[src/sv/ppdm_pkg.sv]
// shared types and constants of the pulse period and duty meter
package ppdm_pkg;

    // default timer and overflow counter widths
    localparam int TIMER_BITS_DEF    = 16;
    localparam int OVERFLOW_BITS_DEF = 8;

    // field widths
    localparam int XTAL_W = 7;
    localparam int PRE_W  = 4;
    localparam int FREQ_W = 24;
    localparam int DUTY_W = 7;

    // xtal_mhz * 1e6 stays below 2^27
    localparam int NUM_W      = 27;
    localparam int HZ_PER_MHZ = 1000000;

    // the timer ticks at a quarter of the oscillator frequency
    localparam int CLOCKS_SHIFT = 2;

    localparam logic [DUTY_W-1:0] PERCENT_FULL = 7'd100;
    localparam logic [FREQ_W-1:0] FREQ_MAX     = 24'hFFFFFF;

    // divider step counts for the two quotients
    localparam int FREQ_ITER = NUM_W;
    localparam int DUTY_ITER = DUTY_W;

    // configuration register reset values
    localparam logic [XTAL_W-1:0] XTAL_RESET = 7'd8;
    localparam logic [PRE_W-1:0]  PRE_RESET  = 4'd1;

    // configuration port
    localparam int APB_ADDR_W = 3;
    localparam int APB_DATA_W = 32;
    localparam logic REG_XTAL      = 1'b0;
    localparam logic REG_PRESCALER = 1'b1;

    // input operation codes
    localparam logic OP_OVERFLOW = 1'b0;
    localparam logic OP_CAPTURE  = 1'b1;

    // commands from the controller to the datapath and output stage
    typedef struct packed {
        logic mul_load;
        logic freq_load;
        logic duty_load;
        logic div_step;
        logic out_load;
    } ppdm_cmd_t;

endpackage

[src/sv/ppdm_div.sv]
// restoring divider, one quotient bit per step
module ppdm_div #(
    parameter int DIV_W = 30
) (
    input  logic                      aclk,
    input  logic                      load,
    input  logic                      step,
    input  logic [DIV_W-1:0]          rem_init,
    input  logic [ppdm_pkg::NUM_W-1:0] dividend,
    input  logic [DIV_W-1:0]          divisor,
    output logic [ppdm_pkg::NUM_W-1:0] quotient
);
    import ppdm_pkg::*;

    logic [DIV_W-1:0] rem_reg, rem_next;
    logic [NUM_W-1:0] dsh_reg, dsh_next;
    logic [DIV_W-1:0] div_reg, div_next;
    logic [NUM_W-1:0] quo_reg, quo_next;
    logic [DIV_W:0]   trial;
    logic [DIV_W:0]   diff;

    // shift in the next dividend bit and try a subtract
    always_comb begin
        trial    = {rem_reg, dsh_reg[NUM_W-1]};
        diff     = trial - {1'b0, div_reg};
        rem_next = rem_reg;
        dsh_next = dsh_reg;
        div_next = div_reg;
        quo_next = quo_reg;
        if (load) begin
            rem_next = rem_init;
            dsh_next = dividend;
            div_next = divisor;
            quo_next = '0;
        end else if (step) begin
            dsh_next = {dsh_reg[NUM_W-2:0], 1'b0};
            if (trial >= {1'b0, div_reg}) begin
                rem_next = diff[DIV_W-1:0];
                quo_next = {quo_reg[NUM_W-2:0], 1'b1};
            end else begin
                rem_next = trial[DIV_W-1:0];
                quo_next = {quo_reg[NUM_W-2:0], 1'b0};
            end
        end
    end

    always_ff @(posedge aclk) begin
        rem_reg <= rem_next;
        dsh_reg <= dsh_next;
        div_reg <= div_next;
        quo_reg <= quo_next;
    end

    assign quotient = quo_reg;

endmodule

[src/sv/ppdm_dp.sv]
// datapath: capture state, period arithmetic and the shared divider
module ppdm_dp #(
    parameter int TIMER_BITS    = ppdm_pkg::TIMER_BITS_DEF,
    parameter int OVERFLOW_BITS = ppdm_pkg::OVERFLOW_BITS_DEF
) (
    input  logic                        aclk,
    input  logic                        aresetn,
    input  logic                        accept,
    input  logic                        operation,
    input  logic [TIMER_BITS-1:0]       captured_count,
    input  logic [ppdm_pkg::XTAL_W-1:0] xtal_mhz,
    input  logic [ppdm_pkg::PRE_W-1:0]  timer_prescaler,
    input  ppdm_pkg::ppdm_cmd_t         cmd,
    output logic                        need_calc,
    output logic [ppdm_pkg::FREQ_W-1:0] frequency_hz,
    output logic [ppdm_pkg::DUTY_W-1:0] duty_percent,
    output logic                        zero_period
);
    import ppdm_pkg::*;

    localparam int SPAN_W = TIMER_BITS + OVERFLOW_BITS;
    localparam int DEN_W  = SPAN_W + PRE_W + CLOCKS_SHIFT;
    localparam int HUND_W = SPAN_W + DUTY_W;

    // capture phases
    localparam logic [1:0] PH_FIRST = 2'd0;
    localparam logic [1:0] PH_FALL  = 2'd1;
    localparam logic [1:0] PH_THIRD = 2'd2;

    logic [1:0]               phase_reg, phase_next;
    logic [OVERFLOW_BITS-1:0] ovf_reg, ovf_next;
    logic [TIMER_BITS-1:0]    first_reg, first_next;
    logic [SPAN_W-1:0]        fall_reg, fall_next;
    logic [SPAN_W-1:0]        period_reg, period_next;
    logic [SPAN_W-1:0]        high_reg, high_next;
    logic [NUM_W-1:0]         numer_reg;
    logic [DEN_W-1:0]         den_reg;
    logic [HUND_W-1:0]        hund_reg;
    logic                     zero_reg;
    logic                     clamp_reg;
    logic [NUM_W-1:0]         freq_q_reg;
    logic [SPAN_W-1:0]        ext_time;
    logic [SPAN_W-1:0]        first_ext;
    logic [PRE_W-1:0]         pre_eff;
    logic                     div_load;
    logic [DEN_W-1:0]         div_rem_init;
    logic [NUM_W-1:0]         div_dividend;
    logic [DEN_W-1:0]         div_divisor;
    logic [NUM_W-1:0]         quotient;

    assign ext_time  = {ovf_reg, captured_count};
    assign first_ext = {{OVERFLOW_BITS{1'b0}}, first_reg};
    assign need_calc = (operation == OP_CAPTURE) && (phase_reg == PH_THIRD);

    // event handling: overflow counting and the three capture phases
    always_comb begin
        phase_next  = phase_reg;
        ovf_next    = ovf_reg;
        first_next  = first_reg;
        fall_next   = fall_reg;
        period_next = period_reg;
        high_next   = high_reg;
        if (accept) begin
            if (operation == OP_OVERFLOW) begin
                ovf_next = ovf_reg + 1'b1;
            end else begin
                case (phase_reg)
                    PH_FALL: begin
                        fall_next  = ext_time;
                        phase_next = PH_THIRD;
                    end
                    PH_THIRD: begin
                        period_next = ext_time - first_ext;
                        high_next   = fall_reg - first_ext;
                        phase_next  = PH_FIRST;
                    end
                    default: begin
                        ovf_next   = '0;
                        first_next = captured_count;
                        phase_next = PH_FALL;
                    end
                endcase
            end
        end
    end

    always_ff @(posedge aclk) begin
        if (!aresetn) begin
            phase_reg <= PH_FIRST;
            ovf_reg   <= '0;
            first_reg <= '0;
            fall_reg  <= '0;
        end else begin
            phase_reg <= phase_next;
            ovf_reg   <= ovf_next;
            first_reg <= first_next;
            fall_reg  <= fall_next;
        end
    end

    assign pre_eff = (timer_prescaler == '0) ? PRE_W'(1) : timer_prescaler;

    // period and high time, then the scaled operands
    always_ff @(posedge aclk) begin
        period_reg <= period_next;
        high_reg   <= high_next;
        if (cmd.mul_load) begin
            numer_reg <= NUM_W'(xtal_mhz) * NUM_W'(HZ_PER_MHZ);
            den_reg   <= (DEN_W'(pre_eff) * DEN_W'(period_reg)) << CLOCKS_SHIFT;
            hund_reg  <= HUND_W'(high_reg) * HUND_W'(PERCENT_FULL);
            zero_reg  <= (period_reg == '0);
            clamp_reg <= (high_reg >= period_reg);
        end
        if (cmd.duty_load) begin
            freq_q_reg <= quotient;
        end
    end

    // divider operand select: frequency first, then duty
    always_comb begin
        div_load = cmd.freq_load || cmd.duty_load;
        if (cmd.duty_load) begin
            div_rem_init = {{(DEN_W-SPAN_W){1'b0}}, hund_reg[HUND_W-1:DUTY_ITER]};
            div_dividend = {hund_reg[DUTY_ITER-1:0], {(NUM_W-DUTY_ITER){1'b0}}};
            div_divisor  = {{(DEN_W-SPAN_W){1'b0}}, period_reg};
        end else begin
            div_rem_init = '0;
            div_dividend = numer_reg;
            div_divisor  = den_reg;
        end
    end

    ppdm_div #(
        .DIV_W(DEN_W)
    ) u_div (
        .aclk     (aclk),
        .load     (div_load),
        .step     (cmd.div_step),
        .rem_init (div_rem_init),
        .dividend (div_dividend),
        .divisor  (div_divisor),
        .quotient (quotient)
    );

    // result with saturation, clamping and the zero period case
    always_comb begin
        zero_period = zero_reg;
        if (zero_reg) begin
            frequency_hz = '0;
            duty_percent = '0;
        end else begin
            if (|freq_q_reg[NUM_W-1:FREQ_W]) begin
                frequency_hz = FREQ_MAX;
            end else begin
                frequency_hz = freq_q_reg[FREQ_W-1:0];
            end
            if (clamp_reg) begin
                duty_percent = PERCENT_FULL;
            end else begin
                duty_percent = quotient[DUTY_W-1:0];
            end
        end
    end

endmodule

[src/sv/ppdm_ctrl.sv]
// controller: sequences the multiply, the two divisions and the result load
module ppdm_ctrl (
    input  logic                aclk,
    input  logic                aresetn,
    input  logic                accept,
    input  logic                need_calc,
    input  logic                out_free,
    output logic                in_ready,
    output ppdm_pkg::ppdm_cmd_t cmd
);
    import ppdm_pkg::*;

    localparam int CNT_W = $clog2(FREQ_ITER);

    localparam logic [2:0] S_IDLE  = 3'd0;
    localparam logic [2:0] S_MUL   = 3'd1;
    localparam logic [2:0] S_FLOAD = 3'd2;
    localparam logic [2:0] S_FDIV  = 3'd3;
    localparam logic [2:0] S_DLOAD = 3'd4;
    localparam logic [2:0] S_DDIV  = 3'd5;
    localparam logic [2:0] S_DONE  = 3'd6;

    logic [2:0]       state_reg, state_next;
    logic [CNT_W-1:0] cnt_reg, cnt_next;

    // next state and command decode
    always_comb begin
        state_next = state_reg;
        cnt_next   = cnt_reg;
        cmd        = '0;
        case (state_reg)
            S_IDLE: begin
                if (accept && need_calc) begin
                    state_next = S_MUL;
                end
            end
            S_MUL: begin
                cmd.mul_load = 1'b1;
                state_next   = S_FLOAD;
            end
            S_FLOAD: begin
                cmd.freq_load = 1'b1;
                cnt_next      = CNT_W'(FREQ_ITER - 1);
                state_next    = S_FDIV;
            end
            S_FDIV: begin
                cmd.div_step = 1'b1;
                cnt_next     = cnt_reg - 1'b1;
                if (cnt_reg == '0) begin
                    state_next = S_DLOAD;
                end
            end
            S_DLOAD: begin
                cmd.duty_load = 1'b1;
                cnt_next      = CNT_W'(DUTY_ITER - 1);
                state_next    = S_DDIV;
            end
            S_DDIV: begin
                cmd.div_step = 1'b1;
                cnt_next     = cnt_reg - 1'b1;
                if (cnt_reg == '0) begin
                    state_next = S_DONE;
                end
            end
            S_DONE: begin
                if (out_free) begin
                    cmd.out_load = 1'b1;
                    state_next   = S_IDLE;
                end
            end
            default: begin
                state_next = S_IDLE;
            end
        endcase
    end

    always_ff @(posedge aclk) begin
        if (!aresetn) begin
            state_reg <= S_IDLE;
            cnt_reg   <= '0;
        end else begin
            state_reg <= state_next;
            cnt_reg   <= cnt_next;
        end
    end

    assign in_ready = (state_reg == S_IDLE);

endmodule

[src/sv/pulse_period_duty_meter.sv]
// Overflows and first or second captures keep s_ready high: input goes on next cycle.
// Third capture: s_ready drops while the controller runs the multiply, the shared restoring
// divider (27 frequency steps, 7 duty steps, one bit a step) and the result load.
// A result waiting on the output register holds back the next result, and input with it.
// Synchronous active-low aresetn clears phase, overflow count, edge times and output valid,
// and sets xtal_mhz to 8 and timer_prescaler to 1.
module pulse_period_duty_meter #(
    parameter int TIMER_BITS    = ppdm_pkg::TIMER_BITS_DEF,
    parameter int OVERFLOW_BITS = ppdm_pkg::OVERFLOW_BITS_DEF
) (
    input  logic                            aclk,
    input  logic                            aresetn,
    // input transactions
    input  logic                            s_valid,
    output logic                            s_ready,
    input  logic                            s_operation,
    input  logic [TIMER_BITS-1:0]           s_captured_count,
    // result transactions
    output logic                            m_valid,
    input  logic                            m_ready,
    output logic [ppdm_pkg::FREQ_W-1:0]     m_frequency_hz,
    output logic [ppdm_pkg::DUTY_W-1:0]     m_duty_percent,
    output logic                            m_zero_period,
    // configuration
    input  logic                            psel,
    input  logic                            penable,
    input  logic                            pwrite,
    input  logic [ppdm_pkg::APB_ADDR_W-1:0] paddr,
    input  logic [ppdm_pkg::APB_DATA_W-1:0] pwdata,
    output logic [ppdm_pkg::APB_DATA_W-1:0] prdata,
    output logic                            pready
);
    import ppdm_pkg::*;

    logic [XTAL_W-1:0] xtal_reg;
    logic [PRE_W-1:0]  pre_reg;
    logic              reg_sel;
    logic              cfg_wr;
    logic              accept;
    logic              need_calc;
    logic              out_free;
    ppdm_cmd_t         cmd;
    logic [FREQ_W-1:0] dp_freq;
    logic [DUTY_W-1:0] dp_duty;
    logic              dp_zero;
    logic              m_valid_reg;
    logic [FREQ_W-1:0] m_freq_reg;
    logic [DUTY_W-1:0] m_duty_reg;
    logic              m_zero_reg;

    // configuration registers
    assign pready  = 1'b1;
    assign reg_sel = paddr[APB_ADDR_W-1];
    assign cfg_wr  = psel && penable && pwrite && pready;

    always_ff @(posedge aclk) begin
        if (!aresetn) begin
            xtal_reg <= XTAL_RESET;
            pre_reg  <= PRE_RESET;
        end else if (cfg_wr) begin
            if (reg_sel == REG_XTAL) begin
                xtal_reg <= pwdata[XTAL_W-1:0];
            end else begin
                pre_reg <= pwdata[PRE_W-1:0];
            end
        end
    end

    assign prdata = (reg_sel == REG_PRESCALER) ? APB_DATA_W'(pre_reg) : APB_DATA_W'(xtal_reg);

    assign accept   = s_valid && s_ready;
    assign out_free = !m_valid_reg || m_ready;

    ppdm_ctrl u_ctrl (
        .aclk      (aclk),
        .aresetn   (aresetn),
        .accept    (accept),
        .need_calc (need_calc),
        .out_free  (out_free),
        .in_ready  (s_ready),
        .cmd       (cmd)
    );

    ppdm_dp #(
        .TIMER_BITS    (TIMER_BITS),
        .OVERFLOW_BITS (OVERFLOW_BITS)
    ) u_dp (
        .aclk            (aclk),
        .aresetn         (aresetn),
        .accept          (accept),
        .operation       (s_operation),
        .captured_count  (s_captured_count),
        .xtal_mhz        (xtal_reg),
        .timer_prescaler (pre_reg),
        .cmd             (cmd),
        .need_calc       (need_calc),
        .frequency_hz    (dp_freq),
        .duty_percent    (dp_duty),
        .zero_period     (dp_zero)
    );

    // output register
    always_ff @(posedge aclk) begin
        if (!aresetn) begin
            m_valid_reg <= 1'b0;
        end else if (cmd.out_load) begin
            m_valid_reg <= 1'b1;
        end else if (m_ready) begin
            m_valid_reg <= 1'b0;
        end
    end

    always_ff @(posedge aclk) begin
        if (cmd.out_load) begin
            m_freq_reg <= dp_freq;
            m_duty_reg <= dp_duty;
            m_zero_reg <= dp_zero;
        end
    end

    assign m_valid        = m_valid_reg;
    assign m_frequency_hz = m_freq_reg;
    assign m_duty_percent = m_duty_reg;
    assign m_zero_period  = m_zero_reg;

endmodule

[config.mk]
export PLATFORM = sky130hd
export DESIGN_NAME = pulse_period_duty_meter
export DESIGN_NICKNAME = d
export VERILOG_FILES = /design/src/sv/ppdm_pkg.sv /design/src/sv/ppdm_div.sv /design/src/sv/ppdm_dp.sv /design/src/sv/ppdm_ctrl.sv /design/src/sv/pulse_period_duty_meter.sv
export SDC_FILE = /design/constraint.sdc
export NUM_CORES = 1
export LEC_CHECK = 0
export BUFFER_PORTS_ARGS = -buffer_cell sky130_fd_sc_hd__buf_2
export CAP_MARGIN = 15
export CORE_ASPECT_RATIO = 1.4
export CORE_MARGIN = 3
export CORE_UTILIZATION = 57
export DETAILED_ROUTE_END_ITERATION = 16
export PLACE_DENSITY = 0.75
export SYNTH_ARGS = -nofsm -noshare
export SYNTH_HDL_FRONTEND = slang
export SYNTH_SLANG_ARGS = --single-unit
[constraint.sdc]
create_clock -name aclk -period 3.8 [get_ports aclk]
set_input_delay 0.19 -clock aclk [delete_from_list [all_inputs] [get_ports aclk]]
set_output_delay 0.19 -clock aclk [all_outputs]
set_load 0.005 [all_outputs]
==> flow_metrics.env, run 1 <==
export IMPL_critical_path_required_ns=4.08
export IMPL_grtUsageTotal_pct=24.81
export IMPL_skew_ns=0.01183
export IMPL_final_util_pct=67.82
export IMPL_setup_slack_ns=-0.1904
export IMPL_rsz0062_at_grt="true"
export IMPL_hold_viol=0
export IMPL_crit_buf_inv=3
export IMPL_report_final_slew_viol_count=0
export IMPL_path_cells="and2_4 -> fa_1 -> inv_1 -> fa_1 -> inv_2 -> ha_4 -> nor2b_4 -> o21ai_2 -> nand2b_1 -> a311oi_2 -> nor3_2 -> a21o_1 -> buf_6 -> o41ai_4 -> nor2_2 -> a221oi_2 -> xnor2_1"
export IMPL_synth_xor_xnor_area_share_pct=4.625
export IMPL_synth_compound_area_share_pct=12.00
export IMPL_gp_congestion=0.9672
export IMPL_p_clk_share_pct=33.6
export IMPL_routedWlPerCell_um=17.56
export IMPL_port_buffers=72
export IMPL_synth_fa_ha_area_share_pct=19.14
export IMPL_num_rows=89
export IMPL_synth_async_reset_ratio_pct=0
export IMPL_slew_headroom_pct=31.11
export IMPL_cts_max_path_buffers=3
export IMPL_die_h_um=251.0
export IMPL_hold_class="input port to register"
export IMPL_cpMaxStageDelayCell="fa_1"
export IMPL_drt_initial_drc_count=799
export IMPL_fin_crit_ns=3.990
export IMPL_via_per_inst=5.515
export IMPL_grt_pass1_wl_um=91580
export IMPL_grt_overflow=0
export IMPL_drv_cap=0
export IMPL_tritoncts_num_buffers=36
export IMPL_cts_htree_levels=2
export IMPL_pin_count=126
export IMPL_p_sw_mw=3.159
export IMPL_grt_start_max_net_pins=81
export IMPL_grt_pass1_vias=18515
export IMPL_drcViolationCount=0
export IMPL_cts_tree="built"
export IMPL_ant_nets=0
export IMPL_crit_arrival_ns=4.27
export IMPL_wl_met1_um=21320
export IMPL_synthMuxAreaShare_pct=2.499
export IMPL_cellLeakagePower_nw=12.63
export IMPL_synthesis_area_um2=24430
export IMPL_clk_pin_slew_worst_paths_ns=0.06
export IMPL_root_buffer="clkbuf_16"
export IMPL_antenna_cells=0
export IMPL_final_area_um2=28620
export IMPL_max_freq_ghz=0.2506
export IMPL_critPathMaxFanout=3
export IMPL_final_common_cell="inv_1"
export IMPL_cts_sinks=365
export IMPL_syn_area_per_cell_um2=9.951
export IMPL_ys_types=82
export IMPL_synth_top_family_by_area="adder cells"
export IMPL_setup_tns_ns=-1.333
export IMPL_startpoint_type="register"
export IMPL_design_die_area_um2=45420
export IMPL_path_common_cell="fa_1"
export IMPL_critPathMaxStageDelay_ns=0.49
export IMPL_switching_share_pct=28.50
export IMPL_nets=3098
export IMPL_synth_warnings=0
export IMPL_internal_power_mw=7.926
export IMPL_dr_wl_met3_um=2381
export IMPL_synth_edff_count=268
export IMPL_routed_wl_um=57700
export IMPL_period_share_pct=105.0
export IMPL_clock_latency_ns=0.54
export IMPL_violations="negative setup slack"
export IMPL_hold_ws_ns=0.04179
export IMPL_setup_violations=14
export IMPL_crit_path_end_kind="register"
export IMPL_pwr_share_comb_pct=22.8
export IMPL_most_common_layout_cells="inv_1 (294), nand2_1 (284), edfxtp_1 (268), ha_1 (235), buf_4 (187)"
export IMPL_power_density_nw_per_um2=387.3
export IMPL_peakVddDrop_uv=410.2
export IMPL_dpl_hpwl_um=43650
export IMPL_synth_simple_area_share_pct=14.15
export IMPL_antenna_found_initial=0
export IMPL_top_layer="met4"
export IMPL_crit_type="register to register"
export IMPL_start_util_pct=57.89
export IMPL_syn_instance_count=2455
export IMPL_drive_above_1_share_pct=17.27
export IMPL_yosysSeqAreaShare_pct=40.89
export IMPL_coreArea_um2=42200
export IMPL_status="finished with violations"
export IMPL_placed_area_um2=26350
export IMPL_worstMarginPinSlew_ns=1.033
export IMPL_fp_dieW_um=181.0
export IMPL_met2WireLength_um=30650
export IMPL_areaGrowthSynthToFinish_pct=17.16
export IMPL_synth_seq_cells=365
export IMPL_cp_top_family="adder cells"
export IMPL_power_mw=11.09
export IMPL_ys_flop_type="edfxtp_1"
export IMPL_sequentialPowerShare_pct=43.6
export IMPL_via_count=18118
export IMPL_dr_pass1_iters=6
[per-stage QoR]
| step | worst slack, ns | std cells |
|---|---|---|
| after floorplan | -0.1034 | 2479 |
| after global placement | -0.2328 | 3152 |
| after detailed placement | -0.3956 | 3152 |
| after CTS | -0.1211 | 3263 |
| after global routing | -0.3462 | 3285 |
| final | -0.1904 | 3285 |
[area by class of cell]
| cell class | instances | area [um^2] |
|---|---|---|
| clock buffers | 45 | 934.6 |
| well taps | 546 | 683.2 |
| repair buffers | 290 | 2093 |
| inverters | 305 | 1149 |
| flip-flops and latches | 365 | 10000 |
| clock inverters | 20 | 299.0 |
| fillers | 3115 | 13580 |
| multi-input cells | 1714 | 13460 |
[per-layer routing]
layer  vias up  GRT usage (%)
met4         0          13.31
met2       435          46.79
met5         -              0
li1       8838              -
met1      8685          26.47
met3       160          3.763
[tightest hold or removal path, delay by kind of cell]
kind,cells,cell delay (ns)
compound gates,1,0.16
buf+inv,1,0.12
simple gates,1,0.06
[path summary, 6_finish.rpt]
path | startpoint | end | slack [ns] | cells past startpoint
worst max-delay path | u_dp.period_reg[2]$_DFFE_PP_ | u_dp.den_reg[28]$_DFFE_PP_ | -0.19 | 17
worst min-delay path | s_operation | u_dp.ovf_reg[0]$_SDFFE_PN0P_ | 0.04 | 3
worst max register to register | u_dp.period_reg[2]$_DFFE_PP_ | u_dp.den_reg[28]$_DFFE_PP_ | -0.19 | 17
worst min register to register | u_dp.u_div.quotient[26]$_SDFFE_PN0P_ | u_dp.freq_q_reg[26]$_DFFE_PP_ | 0.43 | 0
[synth_stat cells (all sizes together) (4+ instances only)]
cell type / n / area (um^2)
inv: 305 / 1145
nand2: 285 / 1070
edfxtp: 268 / 8048
ha: 249 / 3115
nor2: 161 / 620.6
o21ai: 130 / 654.4
a21oi: 102 / 518.0
dfxtp: 97 / 1942
xnor2: 88 / 770.7
and2: 87 / 544.3
fa: 78 / 1562
clkbuf: 63 / 236.5
a21boi: 51 / 382.9
nor2b: 49 / 306.5
a21o: 47 / 352.8
xor2: 41 / 359.1
mux2i: 34 / 340.3
buf: 32 / 247.7
nand3: 29 / 145.1
nand2b: 28 / 175.2
nor3: 25 / 125.1
mux2: 24 / 270.3
a22o: 17 / 148.9
o21a: 16 / 120.1
nand4: 13 / 81.33
nor4: 10 / 75.07
a211oi: 9 / 67.56
and3: 9 / 56.30
or3: 8 / 50.05
nand3b: 7 / 56.30
o21bai: 7 / 52.55
a221oi: 6 / 65.06
o31ai: 6 / 45.04
a2111oi: 5 / 50.04
o211ai: 5 / 37.54
o41ai: 5 / 77.58
or2: 5 / 31.28
a311oi: 4 / 58.81
nor3b: 4 / 30.03
o22ai: 4 / 25.02
[power by group through the flow]
stage | registers, mW | clock network [mW] | logic [mW]
after floorplan | 4.87 | 0 | 1.86
after global placement | 4.91 | 0 | 2.37
after detailed placement | 4.91 | 0 | 2.44
after CTS | 4.83 | 3.80 | 2.49
after global routing | 4.85 | 3.98 | 2.81
final | 4.83 | 3.73 | 2.53
[logic make-up after synthesis]
| family | Yosys count |
|---|---|
| mux | 58 |
| buf+inv | 400 |
| other cells | 2 |
| fa+ha+maj | 327 |
| simple gates | 730 |
| xor+xnor | 129 |
| flops | 365 |
| compound gates | 444 |
[repair_timing]
item	4_1_cts	5_1_grt
buffers inserted	23	27
hold buffers	23	0
resized for setup	33	87
endpoints found under the hold margin	43	0
setup endpoints to repair	22	31
pin swaps	39	71
Power figures use the tool's default switching activity.
==> run 2: changes to the inputs <==
Settings changed: CTS_BUF_LIST set to sky130_fd_sc_hd__clkbuf_16.
==> flow_metrics.env, run 2 (synthesis results as in run 1) <==
export IMPL_root_buffer="clkbuf_16"
export IMPL_power_density_nw_per_um2=386.5
export IMPL_rsz0062_at_grt="true"
export IMPL_reg2reg_from="u_dp.period_reg[2]$_DFFE_PP_"
export IMPL_tritoncts_num_buffers=36
export IMPL_hold_viol=0
export IMPL_ant_nets=0
export IMPL_coreArea_um2=42200
export IMPL_routed_wl_um=57690
export IMPL_p_clk_share_pct=33.5
export IMPL_cts_tree="built"
export IMPL_final_cells=3285
export IMPL_drive_above_1_share_pct=17.23
export IMPL_placed_area_um2=26350
export IMPL_slew_headroom_pct=31.40
export IMPL_multi_input_area_um2=13460
export IMPL_sequentialPowerShare_pct=43.7
export IMPL_pre_cts_ws_ns=-0.3956
export IMPL_areaGrowthSynthToFinish_pct=17.15
export IMPL_rrSetupSlack_ns=-0.18
export IMPL_clock_latency_ns=0.54
export IMPL_final_common_cell="inv_1"
export IMPL_cts_htree_levels=2
export IMPL_report_final_slew_viol_count=0
export IMPL_setup_violations=15
export IMPL_skew_ns=0.01209
export IMPL_wl_met1_um=21130
export IMPL_fp_dieW_um=181.0
export IMPL_crit_start="u_dp.period_reg[2]$_DFFE_PP_"
export IMPL_period_share_pct=104.7
export IMPL_drv_cap=0
export IMPL_worstMarginPinSlew_ns=1.029
export IMPL_critPathMaxFanout=3
export IMPL_grt_pass1_vias=18507
export IMPL_dr_wl_met3_um=2548
export IMPL_startpoint_type="register"
export IMPL_crit_type="register to register"
export IMPL_most_common_layout_cells="inv_1 (303), nand2_1 (284), edfxtp_1 (268), ha_1 (235), buf_4 (187)"
export IMPL_cts_max_path_buffers=3
export IMPL_peakVddDrop_uv=410.1
export IMPL_pwr_share_comb_pct=22.8
export IMPL_seq_area_um2=10000
export IMPL_setup_slack_ns=-0.1788
export IMPL_drcViolationCount=0
export IMPL_grt_start_max_net_pins=81
export IMPL_fill_cells=3118
export IMPL_via_per_inst=5.522
export IMPL_grt_pass1_wl_um=91610
export IMPL_grt_overflow=0
export IMPL_num_rows=89
export IMPL_fin_crit_ns=3.979
export IMPL_p_sw_mw=3.160
export IMPL_routedWlPerCell_um=17.56
export IMPL_cts_sinks=365
export IMPL_clk_pin_slew_worst_paths_ns=0.06
export IMPL_pin_count=126
export IMPL_antenna_cells=0
export IMPL_cp_endpoint="u_dp.den_reg[28]$_DFFE_PP_"
export IMPL_drt_initial_drc_count=811
export IMPL_violations="negative setup slack"
export IMPL_internal_power_mw=7.901
export IMPL_final_area_um2=28620
export IMPL_status="finished with violations"
export IMPL_crit_path_end_kind="register"
export IMPL_start_util_pct=57.89
export IMPL_crit_arrival_ns=4.26
export IMPL_antenna_found_initial=0
export IMPL_max_freq_ghz=0.2513
export IMPL_dr_pass1_iters=5
export IMPL_cellLeakagePower_nw=12.67
export IMPL_place_inst=3152
export IMPL_grtUsageTotal_pct=24.82
export IMPL_gp_congestion=0.9672
export IMPL_die_h_um=251.0
export IMPL_r2r_cells=17
export IMPL_dpl_hpwl_um=43650
export IMPL_reg2reg_to="u_dp.den_reg[28]$_DFFE_PP_"
export IMPL_top_layer="met4"
export IMPL_critical_path_required_ns=4.08
export IMPL_hold_class="input port to register"
export IMPL_via_count=18139
export IMPL_switching_share_pct=28.57
export IMPL_met2WireLength_um=30670
export IMPL_port_buffers=72
export IMPL_design_die_area_um2=45420
export IMPL_final_util_pct=67.81
export IMPL_nets=3098
## run 2: cell types whose count changed in the layout (fill, tap and decap cells not counted), sizes merged
cell / before / now
inv: 304 / 313
clkbuf: 45 / 36
## run 2: worst max-delay path, cell delays in order (launching register included)
cell,delay (ns)
edfxtp_1,0.43
and2_4,0.19
fa_1,0.49
inv_1,0.05
fa_1,0.49
inv_2,0.05
ha_4,0.21
nor2b_4,0.13
o21ai_2,0.10
nand2b_1,0.13
a311oi_2,0.24
nor3_2,0.09
a21o_1,0.20
buf_6,0.13
o41ai_4,0.27
nor2_2,0.10
a221oi_2,0.30
xnor2_1,0.10
## run 2: how the worst min path moves through the flow
stage	slack (ns)	start	cells after the start	endpoint
2_1_floorplan	0.32	pwdata[0]	2	pre_reg[0]$_SDFFE_PN1P_
3_3_place_gp	0.41	u_dp.u_div.quotient[26]$_SDFFE_PN0P_	0	u_dp.freq_q_reg[26]$_DFFE_PP_
3_5_place_dp	0.42	u_dp.u_div.quotient[26]$_SDFFE_PN0P_	0	u_dp.freq_q_reg[26]$_DFFE_PP_
4_1_cts	0.01	s_operation	3	u_dp.ovf_reg[0]$_SDFFE_PN0P_
5_1_grt	0.04	s_operation	3	u_dp.ovf_reg[0]$_SDFFE_PN0P_
6_report	0.04	s_operation	3	u_dp.ovf_reg[0]$_SDFFE_PN0P_
## run 2: routing by layer
layer  global-route usage (%)  up-vias
met2                    46.81      458
met4                    13.26        0
met5                        0        -
met1                    26.50     8685
met3                    3.763      161
li1                         -     8835
## run 2: timing repair
item	in CTS	in global routing
setup buffers	23	26
pin swaps	38	71
endpoints found under the hold margin	43	0
hold buffers	23	0
resized for setup	33	85
endpoints found under the setup margin	22	31
## run 2: final cells by class
class                   instances  area share, %
repair buffers                290          7.314
well taps                     546          2.387
multi-input cells            1714          47.03
clock inverters                29          1.163
clock buffers                  36          3.148
inverters                     305          4.013
flip-flops and latches        365          34.95
## run 2: through the flow
stage                     TNS [ns]  hold WS [ns]  total power, mW
after floorplan            -0.2245        0.3151            6.733
after global placement      -1.882        0.4134            7.275
after detailed placement    -3.417        0.4156            7.351
after CTS                  -0.6454       0.01064            11.09
after global routing        -4.430       0.03933            11.62
final                       -1.375       0.03920            11.06
## run 2: power groups by stage
stage	Combinational [mW]	Clock [mW]	Sequential, mW
after floorplan	1.86	0	4.87
after global placement	2.37	0	4.91
after detailed placement	2.44	0	4.91
after CTS	2.49	3.77	4.83
after global routing	2.81	3.96	4.85
final	2.53	3.70	4.83
==> run 3: changes to the inputs <==
Settings changed: CORE_MARGIN 3 to 2.
==> flow_metrics.env, run 3 (synthesis results as in run 1) <==
export IMPL_clk_pin_slew_worst_paths_ns=0.07
export IMPL_status="finished with violations"
export IMPL_fill_cells=3137
export IMPL_critical_path_required_ns=4.07
export IMPL_r2r_cells=16
export IMPL_skew_ns=0.02180
export IMPL_dr_pass1_iters=5
export IMPL_grt_pass1_wl_um=91450
export IMPL_multi_input_area_um2=13500
export IMPL_num_rows=89
export IMPL_via_count=17988
export IMPL_startpoint_type="register"
export IMPL_drive_above_1_share_pct=16.69
export IMPL_crit_type="register to register"
export IMPL_crit_arrival_ns=4.23
export IMPL_tritoncts_num_buffers=36
export IMPL_reg2reg_to="u_dp.hund_reg[30]$_DFFE_PP_"
export IMPL_min_to="u_dp.phase_reg[0]$_SDFFE_PN0P_"
export IMPL_pin_count=126
export IMPL_areaGrowthSynthToFinish_pct=16.73
export IMPL_via_per_inst=5.506
export IMPL_rrSetupSlack_ns=-0.15
export IMPL_setup_tns_ns=-0.7064
export IMPL_violations="negative setup slack"
export IMPL_hold_viol=0
export IMPL_dpl_hpwl_um=44100
export IMPL_grt_pass1_vias=18568
export IMPL_critPathMaxFanout=3
export IMPL_root_buffer="clkbuf_16"
export IMPL_slew_headroom_pct=31.19
export IMPL_cts_sinks=365
export IMPL_drcViolationCount=0
export IMPL_seq_area_um2=9998
export IMPL_crit_path_end_kind="register"
export IMPL_grt_start_max_net_pins=81
export IMPL_power_density_nw_per_um2=383.3
export IMPL_die_h_um=249.0
export IMPL_cellLeakagePower_nw=12.55
export IMPL_cts_htree_levels=2
export IMPL_fp_dieW_um=179.0
export IMPL_routed_wl_um=57890
export IMPL_whs_path_depth=4
export IMPL_design_die_area_um2=44560
export IMPL_setup_slack_ns=-0.1518
export IMPL_cts_tree="built"
export IMPL_coreArea_um2=42200
export IMPL_final_common_cell="inv_1"
export IMPL_clock_latency_ns=0.55
export IMPL_grt_overflow=0
export IMPL_antenna_cells=0
export IMPL_antenna_found_initial=0
export IMPL_fin_crit_ns=3.952
export IMPL_max_freq_ghz=0.2530
export IMPL_ant_nets=0
export IMPL_report_final_slew_viol_count=0
export IMPL_grtUsageTotal_pct=26.01
export IMPL_gp_congestion=0.9622
export IMPL_setup_violations=12
export IMPL_nets=3079
export IMPL_reg2reg_from="u_dp.high_reg[2]$_DFFE_PP_"
export IMPL_drt_initial_drc_count=824
export IMPL_cts_max_path_buffers=3
export IMPL_port_buffers=72
export IMPL_drv_cap=0
export IMPL_routedWlPerCell_um=17.72
export IMPL_peakVddDrop_uv=478.4
export IMPL_worstMarginPinSlew_ns=1.032
export IMPL_period_share_pct=104.0
export IMPL_min_from="s_valid"
export IMPL_start_util_pct=57.89
export IMPL_hold_class="input port to register"
export IMPL_most_common_layout_cells="inv_1 (295), nand2_1 (284), edfxtp_1 (268), ha_1 (230), buf_4 (161)"
export IMPL_rsz0062_at_grt="true"
export IMPL_hold_ws_ns=0.06400
## run 3: what timing repair did
action | 4_1_cts | 5_1_grt
resized for setup | 40 | 76
pin swaps | 47 | 40
hold endpoints to repair | 43 | 0
setup buffers | 14 | 15
setup endpoints to repair | 24 | 29
hold buffers | 24 | 0
## run 3: worst max path at each step
stage	endpoint	cells after the start	slack [ns]	start
detailed placement	u_dp.hund_reg[29]$_DFFE_PP_	14	-0.36	u_dp.high_reg[4]$_DFFE_PP_
floorplan	u_dp.hund_reg[30]$_DFFE_PP_	16	-0.10	u_dp.high_reg[3]$_DFFE_PP_
CTS	u_dp.den_reg[23]$_DFFE_PP_	16	-0.19	u_dp.period_reg[2]$_DFFE_PP_
global placement	u_dp.hund_reg[29]$_DFFE_PP_	14	-0.22	u_dp.high_reg[4]$_DFFE_PP_
finish	u_dp.hund_reg[30]$_DFFE_PP_	16	-0.15	u_dp.high_reg[2]$_DFFE_PP_
global route	u_dp.den_reg[28]$_DFFE_PP_	16	-0.29	u_dp.period_reg[3]$_DFFE_PP_
## run 3: worst max-delay path, stage by stage (launching register included)
cell	delay (ns)
edfxtp_1	0.49
ha_4	0.30
ha_4	0.26
inv_2	0.03
fa_1	0.49
inv_2	0.05
ha_4	0.22
a21o_1	0.16
a21oi_2	0.14
nor2b_1	0.08
o311a_1	0.32
a21o_1	0.21
o41ai_4	0.24
nand2b_4	0.21
nand3b_4	0.09
a221oi_2	0.26
xnor2_1	0.12
## run 3: metal layers
| metal | GRT usage (%) | wire length (um) | vias up |
|---|---|---|---|
| met2 | 48.48 | 30600 | 476 |
| met5 | 0 | 0 | - |
| met3 | 3.373 | 2493 | 185 |
| met4 | 14.63 | 3658 | 0 |
| li1 | - | - | 8788 |
| met1 | 27.59 | 21140 | 8539 |
## run 3: area by class of cell
| class | instances | share of cell area, % |
|---|---|---|
| Clock buffer | 37 | 3.247 |
| Clock inverter | 29 | 0.8336 |
| Inverter | 305 | 4.028 |
| Multi-Input combinational cell | 1714 | 47.35 |
| Sequential cell | 365 | 35.06 |
| Tap cell | 546 | 2.396 |
| Timing Repair Buffer | 271 | 7.081 |
## run 3: metrics by stage
stage	power [mW]	instances	instance area, um^2	setup WS, ns	util (%)
2_1_floorplan	6.733	2479	24660	-0.1034	-
3_3_place_gp	7.299	3153	26420	-0.2150	62.59
3_5_place_dp	7.376	3153	26420	-0.3600	62.59
4_1_cts	10.96	3257	28090	-0.1886	66.56
5_1_grt	11.46	3267	28520	-0.2923	67.57
6_report	10.93	3267	28520	-0.1518	67.57
## run 3: power breakdown
part | internal [mW] | total, mW | switching [mW]
combinational | 1.05 | 2.55 | 1.50
sequential | 4.71 | 4.83 | 0.127
clock | 1.94 | 3.55 | 1.61
